`config.mk`:
```
export PLATFORM = sky130hd
export DESIGN_NAME = tscr_ctrl
export DESIGN_NICKNAME = d
export VERILOG_FILES = /design/src/hw/rtl/tscr_pkg.sv /design/src/hw/rtl/tscr_ctrl.sv
export SDC_FILE = /design/constraint.sdc
export NUM_CORES = 1
export LEC_CHECK = 0
export ABC_AREA = 0
export CAP_MARGIN = 10
export CORE_MARGIN = 2
export CORE_UTILIZATION = 40
export DETAILED_ROUTE_END_ITERATION = 7
export DONT_BUFFER_PORTS = 1
export PLACE_DENSITY = 0.64
export SKIP_CTS_REPAIR_TIMING = 1
export SYNTH_ARGS = -nofsm -noshare
export SYNTH_HDL_FRONTEND = slang
export SYNTH_SLANG_ARGS = --single-unit
```
`constraint.sdc`:
```
create_clock -name i_clk -period 2 [get_ports i_clk]
set_input_delay 0.2 -clock i_clk [delete_from_list [all_inputs] [get_ports i_clk]]
set_output_delay 0.2 -clock i_clk [all_outputs]
set_load 0.02 [all_outputs]
```
`src/hw/rtl/tscr_pkg.sv`:
```
`timescale 1ns / 1ps
`default_nettype none
// ----------------------------------------------------------------------------
// tscr_pkg: shared types and helpers for timestamp clock recovery
// payload structs, sequencer codes, saturating fixed-point helpers
// ----------------------------------------------------------------------------
package tscr_pkg;

    localparam int SLOPE_FRAC_BITS = 40;
    localparam int DECAY_Q16       = 62259;

    typedef logic signed [63:0] t_s64;

    localparam t_s64 S64_MAX = {1'b0, {63{1'b1}}};
    localparam t_s64 S64_MIN = {1'b1, {63{1'b0}}};

    // register indexes of the configuration port
    localparam logic [1:0] CFG_NUM_POINTS      = 2'd0;
    localparam logic [1:0] CFG_MAX_JITTER      = 2'd1;
    localparam logic [1:0] CFG_MIN_POINTS      = 2'd2;
    localparam logic [1:0] CFG_ERROR_THRESHOLD = 2'd3;

    typedef struct packed {
        logic        mode;
        logic [63:0] input_time;
        logic [63:0] output_time;
    } t_in;

    typedef struct packed {
        logic [63:0] mapped_time;
        logic        resynced;
        logic        fit_ready;
    } t_out;

    typedef enum logic [5:0] {
        OP_NOP, OP_LOAD, OP_ORG,
        OP_PA_GO, OP_PA_PUT, OP_PB_GO, OP_PB_PUT, OP_DIFF,
        OP_DR_GO, OP_DR_PUT, OP_CHK, OP_PREV,
        OP_E_GO, OP_E_PUT, OP_CLAMP, OP_XY,
        OP_FX_GO, OP_FX_PUT, OP_FY_GO, OP_FY_PUT,
        OP_SQ_GO, OP_SQ_PUT, OP_FXX_GO, OP_FXX_PUT,
        OP_XYM_GO, OP_XYM_PUT, OP_FXY_GO, OP_FXY_PUT,
        OP_VA_GO, OP_VA_PUT, OP_CV_GO, OP_CV_PUT,
        OP_SL_GO, OP_SL_PUT, OP_OF_GO, OP_OF_PUT,
        OP_CNT, OP_O_GO, OP_O_PUT
    } t_op;

    typedef enum logic [5:0] {
        S_IDLE, S_ORG,
        S_PA_GO, S_PA_WT, S_PB_GO, S_PB_WT, S_DIFF,
        S_DR_GO, S_DR_WT, S_CHK, S_PREV,
        S_E_GO, S_E_WT, S_CLAMP, S_XY,
        S_FX_GO, S_FX_WT, S_FY_GO, S_FY_WT,
        S_SQ_GO, S_SQ_WT, S_FXX_GO, S_FXX_WT,
        S_XYM_GO, S_XYM_WT, S_FXY_GO, S_FXY_WT,
        S_VA_GO, S_VA_WT, S_CV_GO, S_CV_WT,
        S_SL_GO, S_SL_WT, S_OF_GO, S_OF_WT,
        S_CNT, S_O_GO, S_O_WT
    } t_state;

    typedef struct packed {
        t_op op;
    } t_cmd;

    typedef struct packed {
        logic mode;
        logic prev_nz;
        logic fit_go;
        logic var_pos;
        logic mul_busy;
        logic div_busy;
        logic out_free;
    } t_status;

    function automatic t_s64 sat_add(input t_s64 a, input t_s64 b);
        logic signed [64:0] s;
        s = {a[63], a} + {b[63], b};
        if (s[64] != s[63]) return s[64] ? S64_MIN : S64_MAX;
        return s[63:0];
    endfunction

    function automatic t_s64 sat_sub(input t_s64 a, input t_s64 b);
        logic signed [64:0] s;
        s = {a[63], a} - {b[63], b};
        if (s[64] != s[63]) return s[64] ? S64_MIN : S64_MAX;
        return s[63:0];
    endfunction

    function automatic t_s64 sat_shl8(input t_s64 v);
        if (v[63:55] != {9{v[63]}}) return v[63] ? S64_MIN : S64_MAX;
        return {v[55:0], 8'b0};
    endfunction

    function automatic logic [63:0] mag(input t_s64 v);
        return v[63] ? 64'(-v) : 64'(v);
    endfunction

    function automatic t_s64 from_mag(input logic [63:0] m, input logic neg);
        if (!neg) return m[63] ? S64_MAX : t_s64'(m);
        return m[63] ? S64_MIN : t_s64'(-m);
    endfunction

endpackage
`default_nettype wire

```
`src/hw/rtl/tscr_ctrl.sv`:
```
`timescale 1ns / 1ps
`default_nettype none
// ----------------------------------------------------------------------------
// tscr_ctrl: sequencer for one request, which ends by mapping its timestamp;
// a sample request first steps the datapath through drift check, clamp, averaging and refit
// ----------------------------------------------------------------------------
module tscr_ctrl (
    input  wire logic              i_clk,
    input  wire logic              i_rst_n,
    input  wire logic              i_in_valid,
    output logic                   o_in_ready,
    input  wire tscr_pkg::t_status i_st,
    output tscr_pkg::t_cmd         o_cmd
);
    import tscr_pkg::*;

    t_state r_state, n_state;

    always_ff @(posedge i_clk) begin
        if (!i_rst_n) r_state <= S_IDLE;
        else          r_state <= n_state;
    end

    always_comb begin
        n_state = r_state;
        case (r_state)
            S_IDLE:   if (i_in_valid) n_state = S_ORG;
            S_ORG: begin
                if (i_st.mode)         n_state = S_O_GO;
                else if (i_st.prev_nz) n_state = S_PA_GO;
                else                   n_state = S_PREV;
            end
            S_PA_GO:  n_state = S_PA_WT;
            S_PA_WT:  if (!i_st.mul_busy) n_state = S_PB_GO;
            S_PB_GO:  n_state = S_PB_WT;
            S_PB_WT:  if (!i_st.mul_busy) n_state = S_DIFF;
            S_DIFF:   n_state = S_DR_GO;
            S_DR_GO:  n_state = S_DR_WT;
            S_DR_WT:  if (!i_st.mul_busy) n_state = S_CHK;
            S_CHK:    n_state = S_E_GO;
            S_PREV:   n_state = S_E_GO;
            S_E_GO:   n_state = S_E_WT;
            S_E_WT:   if (!i_st.mul_busy) n_state = S_CLAMP;
            S_CLAMP:  n_state = S_XY;
            S_XY:     n_state = S_FX_GO;
            S_FX_GO:  n_state = S_FX_WT;
            S_FX_WT:  if (!i_st.div_busy) n_state = S_FY_GO;
            S_FY_GO:  n_state = S_FY_WT;
            S_FY_WT:  if (!i_st.div_busy) n_state = S_SQ_GO;
            S_SQ_GO:  n_state = S_SQ_WT;
            S_SQ_WT:  if (!i_st.mul_busy) n_state = S_FXX_GO;
            S_FXX_GO: n_state = S_FXX_WT;
            S_FXX_WT: if (!i_st.div_busy) n_state = S_XYM_GO;
            S_XYM_GO: n_state = S_XYM_WT;
            S_XYM_WT: if (!i_st.mul_busy) n_state = S_FXY_GO;
            S_FXY_GO: n_state = S_FXY_WT;
            S_FXY_WT: begin
                if (!i_st.div_busy) n_state = i_st.fit_go ? S_VA_GO : S_CNT;
            end
            S_VA_GO:  n_state = S_VA_WT;
            S_VA_WT:  if (!i_st.mul_busy) n_state = S_CV_GO;
            S_CV_GO:  n_state = S_CV_WT;
            S_CV_WT: begin
                if (!i_st.mul_busy) n_state = S_SL_GO;
            end
            S_SL_GO: begin
                // zero or negative variance keeps the old slope
                n_state = i_st.var_pos ? S_SL_WT : S_OF_GO;
            end
            S_SL_WT:  if (!i_st.div_busy) n_state = S_OF_GO;
            S_OF_GO:  n_state = S_OF_WT;
            S_OF_WT:  if (!i_st.mul_busy) n_state = S_CNT;
            S_CNT:    n_state = S_O_GO;
            S_O_GO:   n_state = S_O_WT;
            S_O_WT:   if (!i_st.mul_busy && i_st.out_free) n_state = S_IDLE;
            default:  n_state = S_IDLE;
        endcase
    end

    always_comb begin
        o_cmd.op   = OP_NOP;
        o_in_ready = 1'b0;
        case (r_state)
            S_IDLE: begin
                o_in_ready = 1'b1;
                if (i_in_valid) o_cmd.op = OP_LOAD;
            end
            S_ORG:    if (!i_st.mode) o_cmd.op = OP_ORG;
            S_PA_GO:  o_cmd.op = OP_PA_GO;
            S_PA_WT:  if (!i_st.mul_busy) o_cmd.op = OP_PA_PUT;
            S_PB_GO:  o_cmd.op = OP_PB_GO;
            S_PB_WT:  if (!i_st.mul_busy) o_cmd.op = OP_PB_PUT;
            S_DIFF:   o_cmd.op = OP_DIFF;
            S_DR_GO:  o_cmd.op = OP_DR_GO;
            S_DR_WT:  if (!i_st.mul_busy) o_cmd.op = OP_DR_PUT;
            S_CHK:    o_cmd.op = OP_CHK;
            S_PREV:   o_cmd.op = OP_PREV;
            S_E_GO:   o_cmd.op = OP_E_GO;
            S_E_WT:   if (!i_st.mul_busy) o_cmd.op = OP_E_PUT;
            S_CLAMP:  o_cmd.op = OP_CLAMP;
            S_XY:     o_cmd.op = OP_XY;
            S_FX_GO:  o_cmd.op = OP_FX_GO;
            S_FX_WT:  if (!i_st.div_busy) o_cmd.op = OP_FX_PUT;
            S_FY_GO:  o_cmd.op = OP_FY_GO;
            S_FY_WT:  if (!i_st.div_busy) o_cmd.op = OP_FY_PUT;
            S_SQ_GO:  o_cmd.op = OP_SQ_GO;
            S_SQ_WT:  if (!i_st.mul_busy) o_cmd.op = OP_SQ_PUT;
            S_FXX_GO: o_cmd.op = OP_FXX_GO;
            S_FXX_WT: if (!i_st.div_busy) o_cmd.op = OP_FXX_PUT;
            S_XYM_GO: o_cmd.op = OP_XYM_GO;
            S_XYM_WT: if (!i_st.mul_busy) o_cmd.op = OP_XYM_PUT;
            S_FXY_GO: o_cmd.op = OP_FXY_GO;
            S_FXY_WT: if (!i_st.div_busy) o_cmd.op = OP_FXY_PUT;
            S_VA_GO:  o_cmd.op = OP_VA_GO;
            S_VA_WT:  if (!i_st.mul_busy) o_cmd.op = OP_VA_PUT;
            S_CV_GO:  o_cmd.op = OP_CV_GO;
            S_CV_WT:  if (!i_st.mul_busy) o_cmd.op = OP_CV_PUT;
            S_SL_GO:  if (i_st.var_pos) o_cmd.op = OP_SL_GO;
            S_SL_WT:  if (!i_st.div_busy) o_cmd.op = OP_SL_PUT;
            S_OF_GO:  o_cmd.op = OP_OF_GO;
            S_OF_WT:  if (!i_st.mul_busy) o_cmd.op = OP_OF_PUT;
            S_CNT:    o_cmd.op = OP_CNT;
            S_O_GO:   o_cmd.op = OP_O_GO;
            S_O_WT: begin
                if (!i_st.mul_busy && i_st.out_free) o_cmd.op = OP_O_PUT;
            end
            default: ;
        endcase
    end

endmodule
`default_nettype wire
```
After elaboration in Yosys (flattened, before gate mapping)
Index checks and enable logic that the tools add are counted.
{ "word_totals": {"reg_bits": 6} }
{ "classes": {"n_eq_ne": 53, "muxes": 41, "n_reduce_logical": 5} }
{ "ops": {"columns": ["cell", "n"], "rows": [
  ["6-bit one-hot mux with 38 select lines", 1],
  ["6-bit one-hot mux with 37 select lines", 1],
  ["6-bit two-way mux", 22],
  ["6-bit by 5-bit == test with 1-bit output, second input constant", 16],
  ["6-bit by 4-bit == test with 1-bit output, second input constant", 8],
  ["5-bit two-way mux", 8],
  ["6-bit == test, second input constant", 6],
  ["2-bit inequality test, second input constant", 16],
  ["6-bit by 3-bit == test with 1-bit output, second input constant", 4],
  ["16-bit AND reduction", 1],
  ["6-bit by 2-bit == test with 1-bit output, second input constant", 2],
  ["4-bit two-way mux", 3],
  ["6-bit by 1-bit == test with 1-bit output, second input constant", 1],
  ["6-bit zero test", 1],
  ["3-bit two-way mux", 2],
  ["1-bit two-way mux", 3],
  ["2-bit two-way mux", 1],
  ["2-bit OR reduction", 1],
  ["1-bit logical AND", 1],
  ["1-bit zero test", 1]
]} }

Logic depth before layout (Yosys ltp)
Gate-level depths: netlist of run 1.
{ "logic_depth": {"depth_word": 4, "ltp_mapped": 8} }

Least setup slack after synthesis of run 1
No wires, ideal clock.
{ "synth_timing": {"kind": "reg2out", "from": "reg r_state[0]", "to": "out o_cmd[1] (netlist bit)", "t_arrival_ps": 2133, "setup_slack_ps": -333, "path_stages_with_launch": 7, "n_path_buf": 4, "cell_sequence": "dfxtp_1 > buf_4 > clkbuf_1 > buf_2 > buf_1 > a32oi_1 > o311ai_0"} }
{ "synth_lines": {"columns": ["element", "line", "source"], "rows": [
  ["from (decl)", "tscr_ctrl.sv:17", "t_state r_state, n_state;"],
  ["from (signal assigned)", "tscr_ctrl.sv:21", "else r_state <= n_state;"],
  ["to (decl)", "tscr_ctrl.sv:13", "output tscr_pkg::t_cmd o_cmd"]
]} }

==> results of run 1 <==
per-stage QoR:
stage | TNS [ps] | hold slack [ps] | utilization
detailed placement | 0 | 337 | 0.501
floorplan | -91.1 | 331 | -
CTS | -624 | 71.4 | 0.508
global route | -528 | 60.2 | 0.566
global placement | 0 | 335 | 0.501
finish | -138 | 73.0 | 0.566
how the worst max path moves through the flow:
stage	cells after the start	start	to	slack, ps
after CTS	6	r_state[1]	o_cmd[4]	-140
after floorplan	6	r_state[0]	o_cmd[1]	-90
after detailed placement	5	r_state[4]	r_state[2]	60
final	8	r_state[1]	o_cmd[1]	-70
after global placement	5	r_state[4]	r_state[2]	40
after global routing	8	r_state[1]	o_cmd[1]	-120
cells in the final DEF, fill, tap and decap left out, types with 2 or more instances in the layout:
| cell | count |
|---|---|
| nand2b_1 | 5 |
| and3_1 | 2 |
| o21a_1 | 2 |
| nand3_1 | 3 |
| o31a_1 | 3 |
| a311oi_1 | 3 |
| buf_8 | 2 |
| o22ai_1 | 4 |
| nor2_1 | 14 |
| inv_1 | 5 |
| clkbuf_4 | 3 |
| o2111ai_1 | 5 |
| dfxtp_4 | 5 |
| buf_12 | 2 |
| nor3_1 | 5 |
| buf_4 | 39 |
| o32ai_1 | 2 |
| a31oi_1 | 2 |
| mux2i_1 | 3 |
| nor2b_1 | 2 |
| a21oi_1 | 14 |
| nor3b_1 | 5 |
| o21ai_0 | 10 |
| nand4b_1 | 2 |
| o211ai_1 | 3 |
| nand2_1 | 13 |
| nand4_1 | 3 |
| a21oi_2 | 2 |
| nor4_1 | 2 |
| a22oi_1 | 2 |
| nor2b_4 | 2 |
| a32oi_1 | 2 |
| a21o_1 | 2 |
cell usage after synthesis (3+ instances only):
cell	n	area share
a21oi_1	16	0.065
a311oi_1	3	0.021
buf_1	7	0.021
buf_2	5	0.020
clkbuf_1	7	0.021
dfxtp_1	6	0.097
inv_1	6	0.018
mux2i_1	3	0.024
nand2_1	14	0.043
nand2b_1	6	0.030
nand3_1	3	0.012
nand4_1	3	0.015
nor2_1	14	0.043
nor2b_1	5	0.025
nor3_1	5	0.020
nor3b_1	5	0.030
o2111ai_1	5	0.035
o211ai_1	3	0.018
o21ai_0	10	0.041
o22ai_1	4	0.020
o31a_1	3	0.021
layout make-up:
| class | instances | area [µm²] | area share |
|---|---|---|---|
| Multi-Input combinational cell | 150 | 1070 | 0.628 |
| Timing Repair Buffer | 45 | 399 | 0.235 |
| Sequential cell | 6 | 139 | 0.0817 |
| Tap cell | 33 | 41.3 | 0.0243 |
| Inverter | 7 | 30.0 | 0.0177 |
| Clock buffer | 3 | 22.5 | 0.0133 |
power groups by stage:
| stage | clock network (mW) | registers, mW | logic (mW) |
|---|---|---|---|
| floorplan | 0 | 0.196 | 1.51 |
| global placement | 0 | 0.258 | 2.17 |
| detailed placement | 0 | 0.256 | 2.19 |
| CTS | 0.119 | 0.255 | 2.20 |
| global route | 0.130 | 0.304 | 2.65 |
| finish | 0.119 | 0.298 | 2.52 |
logic make-up (layout without fill, tap and decap cells):
kind of cell | Yosys count | after routing
buffers and inverters | 28 | 55
multiplexers | 3 | 3
AND/OR/NAND/NOR | 71 | 71
AO/OA/AOI/OAI | 74 | 74
flip-flops | 6 | 6
XOR/XNOR | 2 | 2
worst max-delay path: cells and delay by family (launching register included):
| kind | cells | cell delay (ps) |
|---|---|---|
| simple gates | 2 | 250 |
| compound gates | 3 | 570 |
| buf+inv | 3 | 450 |
| flops | 1 | 360 |
metal layers:
layer	track usage	vias to the layer above	routed length, µm
li1	-	769	-
met5	0	-	0
met3	0.0633	20	428
met1	0.361	824	2080
met4	0.117	0	162
met2	0.438	125	2360
==> impl_metrics.tcl, run 1 <==
set metrics [dict create \
    swShare 0.525 \
    grt_start_max_net_pins 36 \
    std_cell_rows 20 \
    syn_inst 184 \
    power_leakage_nw 0.659 \
    synth.distinct_cells 59 \
    switchingPower_mw 1.54 \
    r2r-end "r_state[2]" \
    violations "setup timing" \
    synth_seq_cells 6 \
    synth_fp_nets 194 \
    setup_ws_ps -69.7 \
    die_w_um 59.5 \
    p_comb_frac 0.858 \
    power_mw 2.93 \
    largestRegisters "r_state: 6 flops" \
    p_per_area_mw_per_mm2 1730 \
    ys_warn_count 0 \
    reg2reg_from "r_state[0]" \
    top_register "r_state" \
    cts_tree "done" \
    pin_count 17 \
    slowest_delay_ps 360 \
    crit_chain "buf_4, buf_6, nor3b_1, o211ai_1, nand2_1, a21oi_2, o311ai_1, buf_4" \
    hold_violations 0 \
    die_h_um 59.5 \
    clock-sinks 6 \
    postLayoutCellArea_mm2 0.00170 \
    setup.worst_path.end_class "output port" \
    clk_pin_slew_ps 60 \
    nets 223 \
    coreArea_mm2 0.00300 \
    drt-pass1-iter-count 5 \
    layout-drive-gt1-share 0.346 \
    arrival_ps 1870 \
    path_max_fanout 5 \
    cts_buffer_depth 2 \
    fin_crit_ps 2070 \
    dpl_cell_area_mm2 0.00150 \
    synth.area.mux_share 0.0243 \
    synth_adder_area_share 0 \
    placed_cells 235 \
    drc_errors 0 \
    wl_per_cell_um 20.6 \
    slew_viol_final 0 \
    nFillCells 278 \
    clkPwrFrac 0.041 \
    drtAntennaViolNets 0 \
    drv_cap 0 \
    path_common_cell "buf_4" \
    reg2reg_slack_ps 20 \
    fmax_mhz 483 \
    grt_remaining_overflow 0 \
    critPathSlowestCell "dfxtp_4" \
    holdPathEnd "r_state[2]" \
    worstHoldPathCells 1 \
    cts_root_buf "clkbuf_4" \
    gp_congestion 0.963 \
    rsz0062_at_grt "true" \
    initialDrtViolationCount 111 \
    vias 1738 \
    grt_pass1_vias 1549 \
    status "finished, violations left" \
    ys_seq_area_frac 0.0974 \
    peakVddDrop_mv 0.627 \
    period_share 1.03 \
    synthXorXnorAreaFrac 0.0142 \
    criticalPathCategory "reg -> out" \
    routed_wl_um 5030 \
    synthToLayoutAreaGrowth_pct 37.7 \
    dp_slack_ps 56.8 \
    synth_area_mm2 0.00123 \
    pwr-share-seq 0.102 \
    fin_cells 244 \
    synth_edf_count 0 \
    async_flop_share 0 \
    syn_area_per_cell_um2 6.70 \
    start_util 0.411 \
    grt_usage 0.277 \
    hp-start "i_rst_n" \
    crit_required_ps 1800 \
    synth_compound_area_frac 0.445 \
    relSlewSlack 0.604 \
    hpwl_um 3570 \
    largest_register_ffs 6 \
    die-area_mm2 0.00354 \
    synthFlopType "dfxtp_1" \
    min_path_type "in -> reg" \
    insertion_delay_ps 260 \
    finalSetupViolCount 3 \
    r2r_cells 6 \
    cts_buffers 3 \
    vias_per_cell 7.12 \
    synth_top_family_by_area "compound AO/OA/AOI/OAI gates" \
    synth_simple_gate_area_frac 0.319 \
    power.internal_mw 1.39 \
    antenna_found_initial 0 \
    start_kind "flip-flop" \
    htreeDepth 1 \
    io_buffers 0 \
    grt_pass1_wl_um 7470 \
    finClkSkew_ps 15.1 \
    antenna_cells 0 \
    tightestPinTransition_ps 587 \
]
Note: power is estimated with default switching activity, not from simulation.
==> run 2, diff against run 1 <==
--- a/config.mk
+++ b/config.mk
@@ -7,6 +7,7 @@
 export LEC_CHECK = 0
 export ABC_AREA = 0
 export CAP_MARGIN = 10
+export CORE_ASPECT_RATIO = 0.75
 export CORE_MARGIN = 2
 export CORE_UTILIZATION = 40
 export DETAILED_ROUTE_END_ITERATION = 7
==> run 2 against run 1 <==
- the run still ends with setup timing left
- sequential share of layout area fell by 0.52 points
- critical path type unchanged
- via count shrank 2.9%
- largest cell class unchanged
- count of clock-buffer cells in the layout did not move
- non-clock buffer count down 3
- critical path depth unchanged
- sequential power fell by 7.0%
- setup slack improved by 35 ps
==> impl_metrics.tcl, run 2 (synthesized netlist as in run 1, its figures left out) <==
set metrics [dict create \
    dpl_cell_area_mm2 0.00146 \
    vias 1688 \
    drv_cap 0 \
    layout-drive-gt1-share 0.365 \
    violations "setup timing" \
    setup.worst_path.end_class "output port" \
    nFillCells 282 \
    dp_slack_ps 72.2 \
    grt_pass1_vias 1533 \
    p_per_area_mw_per_mm2 1730 \
    grt_pass1_wl_um 7470 \
    hold_ws_ps 107 \
    rsz0062_at_grt "true" \
    die_w_um 68.1 \
    drt-pass1-iter-count 7 \
    grt_start_max_net_pins 44 \
    min_path_type "in -> reg" \
    crit_required_ps 1800 \
    finClkSkew_ps 0.578 \
    final_cell_mix "33 x buf_4, 13 x nor2_1, 13 x nand2_1, 13 x a21oi_1, 10 x o21ai_0" \
    placed_cells 235 \
    largest_register_ffs 6 \
    postLayoutCellArea_mm2 0.00172 \
    hold_violations 0 \
    grt_usage 0.275 \
    relSlewSlack 0.607 \
    vias_per_cell 6.86 \
    die_h_um 52.1 \
    std_cell_rows 17 \
    grt_remaining_overflow 0 \
    io_buffers 0 \
    largestRegisters "r_state: 6 flops" \
    insertion_delay_ps 220 \
    hpwl_um 3420 \
    fin_cells 246 \
    wl_per_cell_um 20.3 \
    clock-sinks 6 \
    initialDrtViolationCount 120 \
    mostFrequentLayoutCell "buf_4" \
    peakVddDrop_mv 0.565 \
    nets 220 \
    fmax_mhz 492 \
    period_share 1.02 \
    cts_buffers 3 \
    start_util 0.420 \
    cts_root_buf "clkbuf_8" \
    arrival_ps 1830 \
    final.setup.tns_ps -49.1 \
    drc_errors 0 \
    coreArea_mm2 0.00294 \
    fin_crit_ps 2030 \
    gp_congestion 1.03 \
    setup_ws_ps -34.4 \
    power_leakage_nw 0.649 \
    drtAntennaViolNets 0 \
    tightestPinTransition_ps 583 \
    cts_tree "done" \
    path_max_fanout 9 \
    htreeDepth 1 \
    cts_buffer_depth 2 \
    die-area_mm2 0.00355 \
    slew_viol_final 0 \
    start_kind "flip-flop" \
    finalSetupViolCount 2 \
    antenna_cells 0 \
    criticalPathCategory "reg -> out" \
    pin_count 17 \
    synthToLayoutAreaGrowth_pct 39.0 \
    routed_wl_um 5000 \
    top_register "r_state" \
    clk_pin_slew_ps 30 \
    status "finished, violations left" \
    antenna_found_initial 0 \
]
## run 2: cell count changes in the layout (fill, tap and decap cells not counted), sizes merged
cell	delta
buf	-3
## run 2: cell type report
cell class                      count  area (µm²)  share of cell area
Tap cell                           38        47.5              0.0277
Clock buffer                        3        41.3              0.0241
Sequential cell                     6         131              0.0766
Inverter                            7        30.0              0.0175
Multi-Input combinational cell    150        1090               0.637
Timing Repair Buffer               42         373               0.217
## run 2: worst max-delay path, stage by stage, from the launching register on
cell and delay [ps]:
dfxtp_2 320, buf_6 130, buf_8 130, nor4bb_2 300, buf_4 160, a31oi_1 40
o32a_1 170, nor2_1 110, o31a_1 250
## run 2: routing by layer
layer | vias up | global-route usage | share of wire
met5 | - | 0 | 0
met4 | 0 | 0.0400 | 0.012
met3 | 8 | 0.0736 | 0.11
met2 | 112 | 0.442 | 0.45
met1 | 804 | 0.375 | 0.43
li1 | 764 | - | -
## run 2: worst paths after layout
kind,startpoint,cells past startpoint,to,slack (ps)
hold reg to reg,r_state[3],2,r_state[3],590
setup reg to reg,r_state[3],6,r_state[2],80
hold / removal,i_rst_n,1,r_state[2],110
setup / recovery,r_state[1],8,o_cmd[2],-30
## run 2: stage by stage
stage / power (mW) / util
floorplan: 1.71 / -
global placement: 2.33 / 0.497
detailed placement: 2.36 / 0.497
CTS: 2.56 / 0.512
global route: 3.15 / 0.584
finish: 2.97 / 0.584
## run 2: where the power goes
part | internal, mW | total [mW] | switching [mW]
Combinational | 1.10 | 2.51 | 1.41
Clock | 0.129 | 0.176 | 0.0474
Sequential | 0.191 | 0.277 | 0.0862
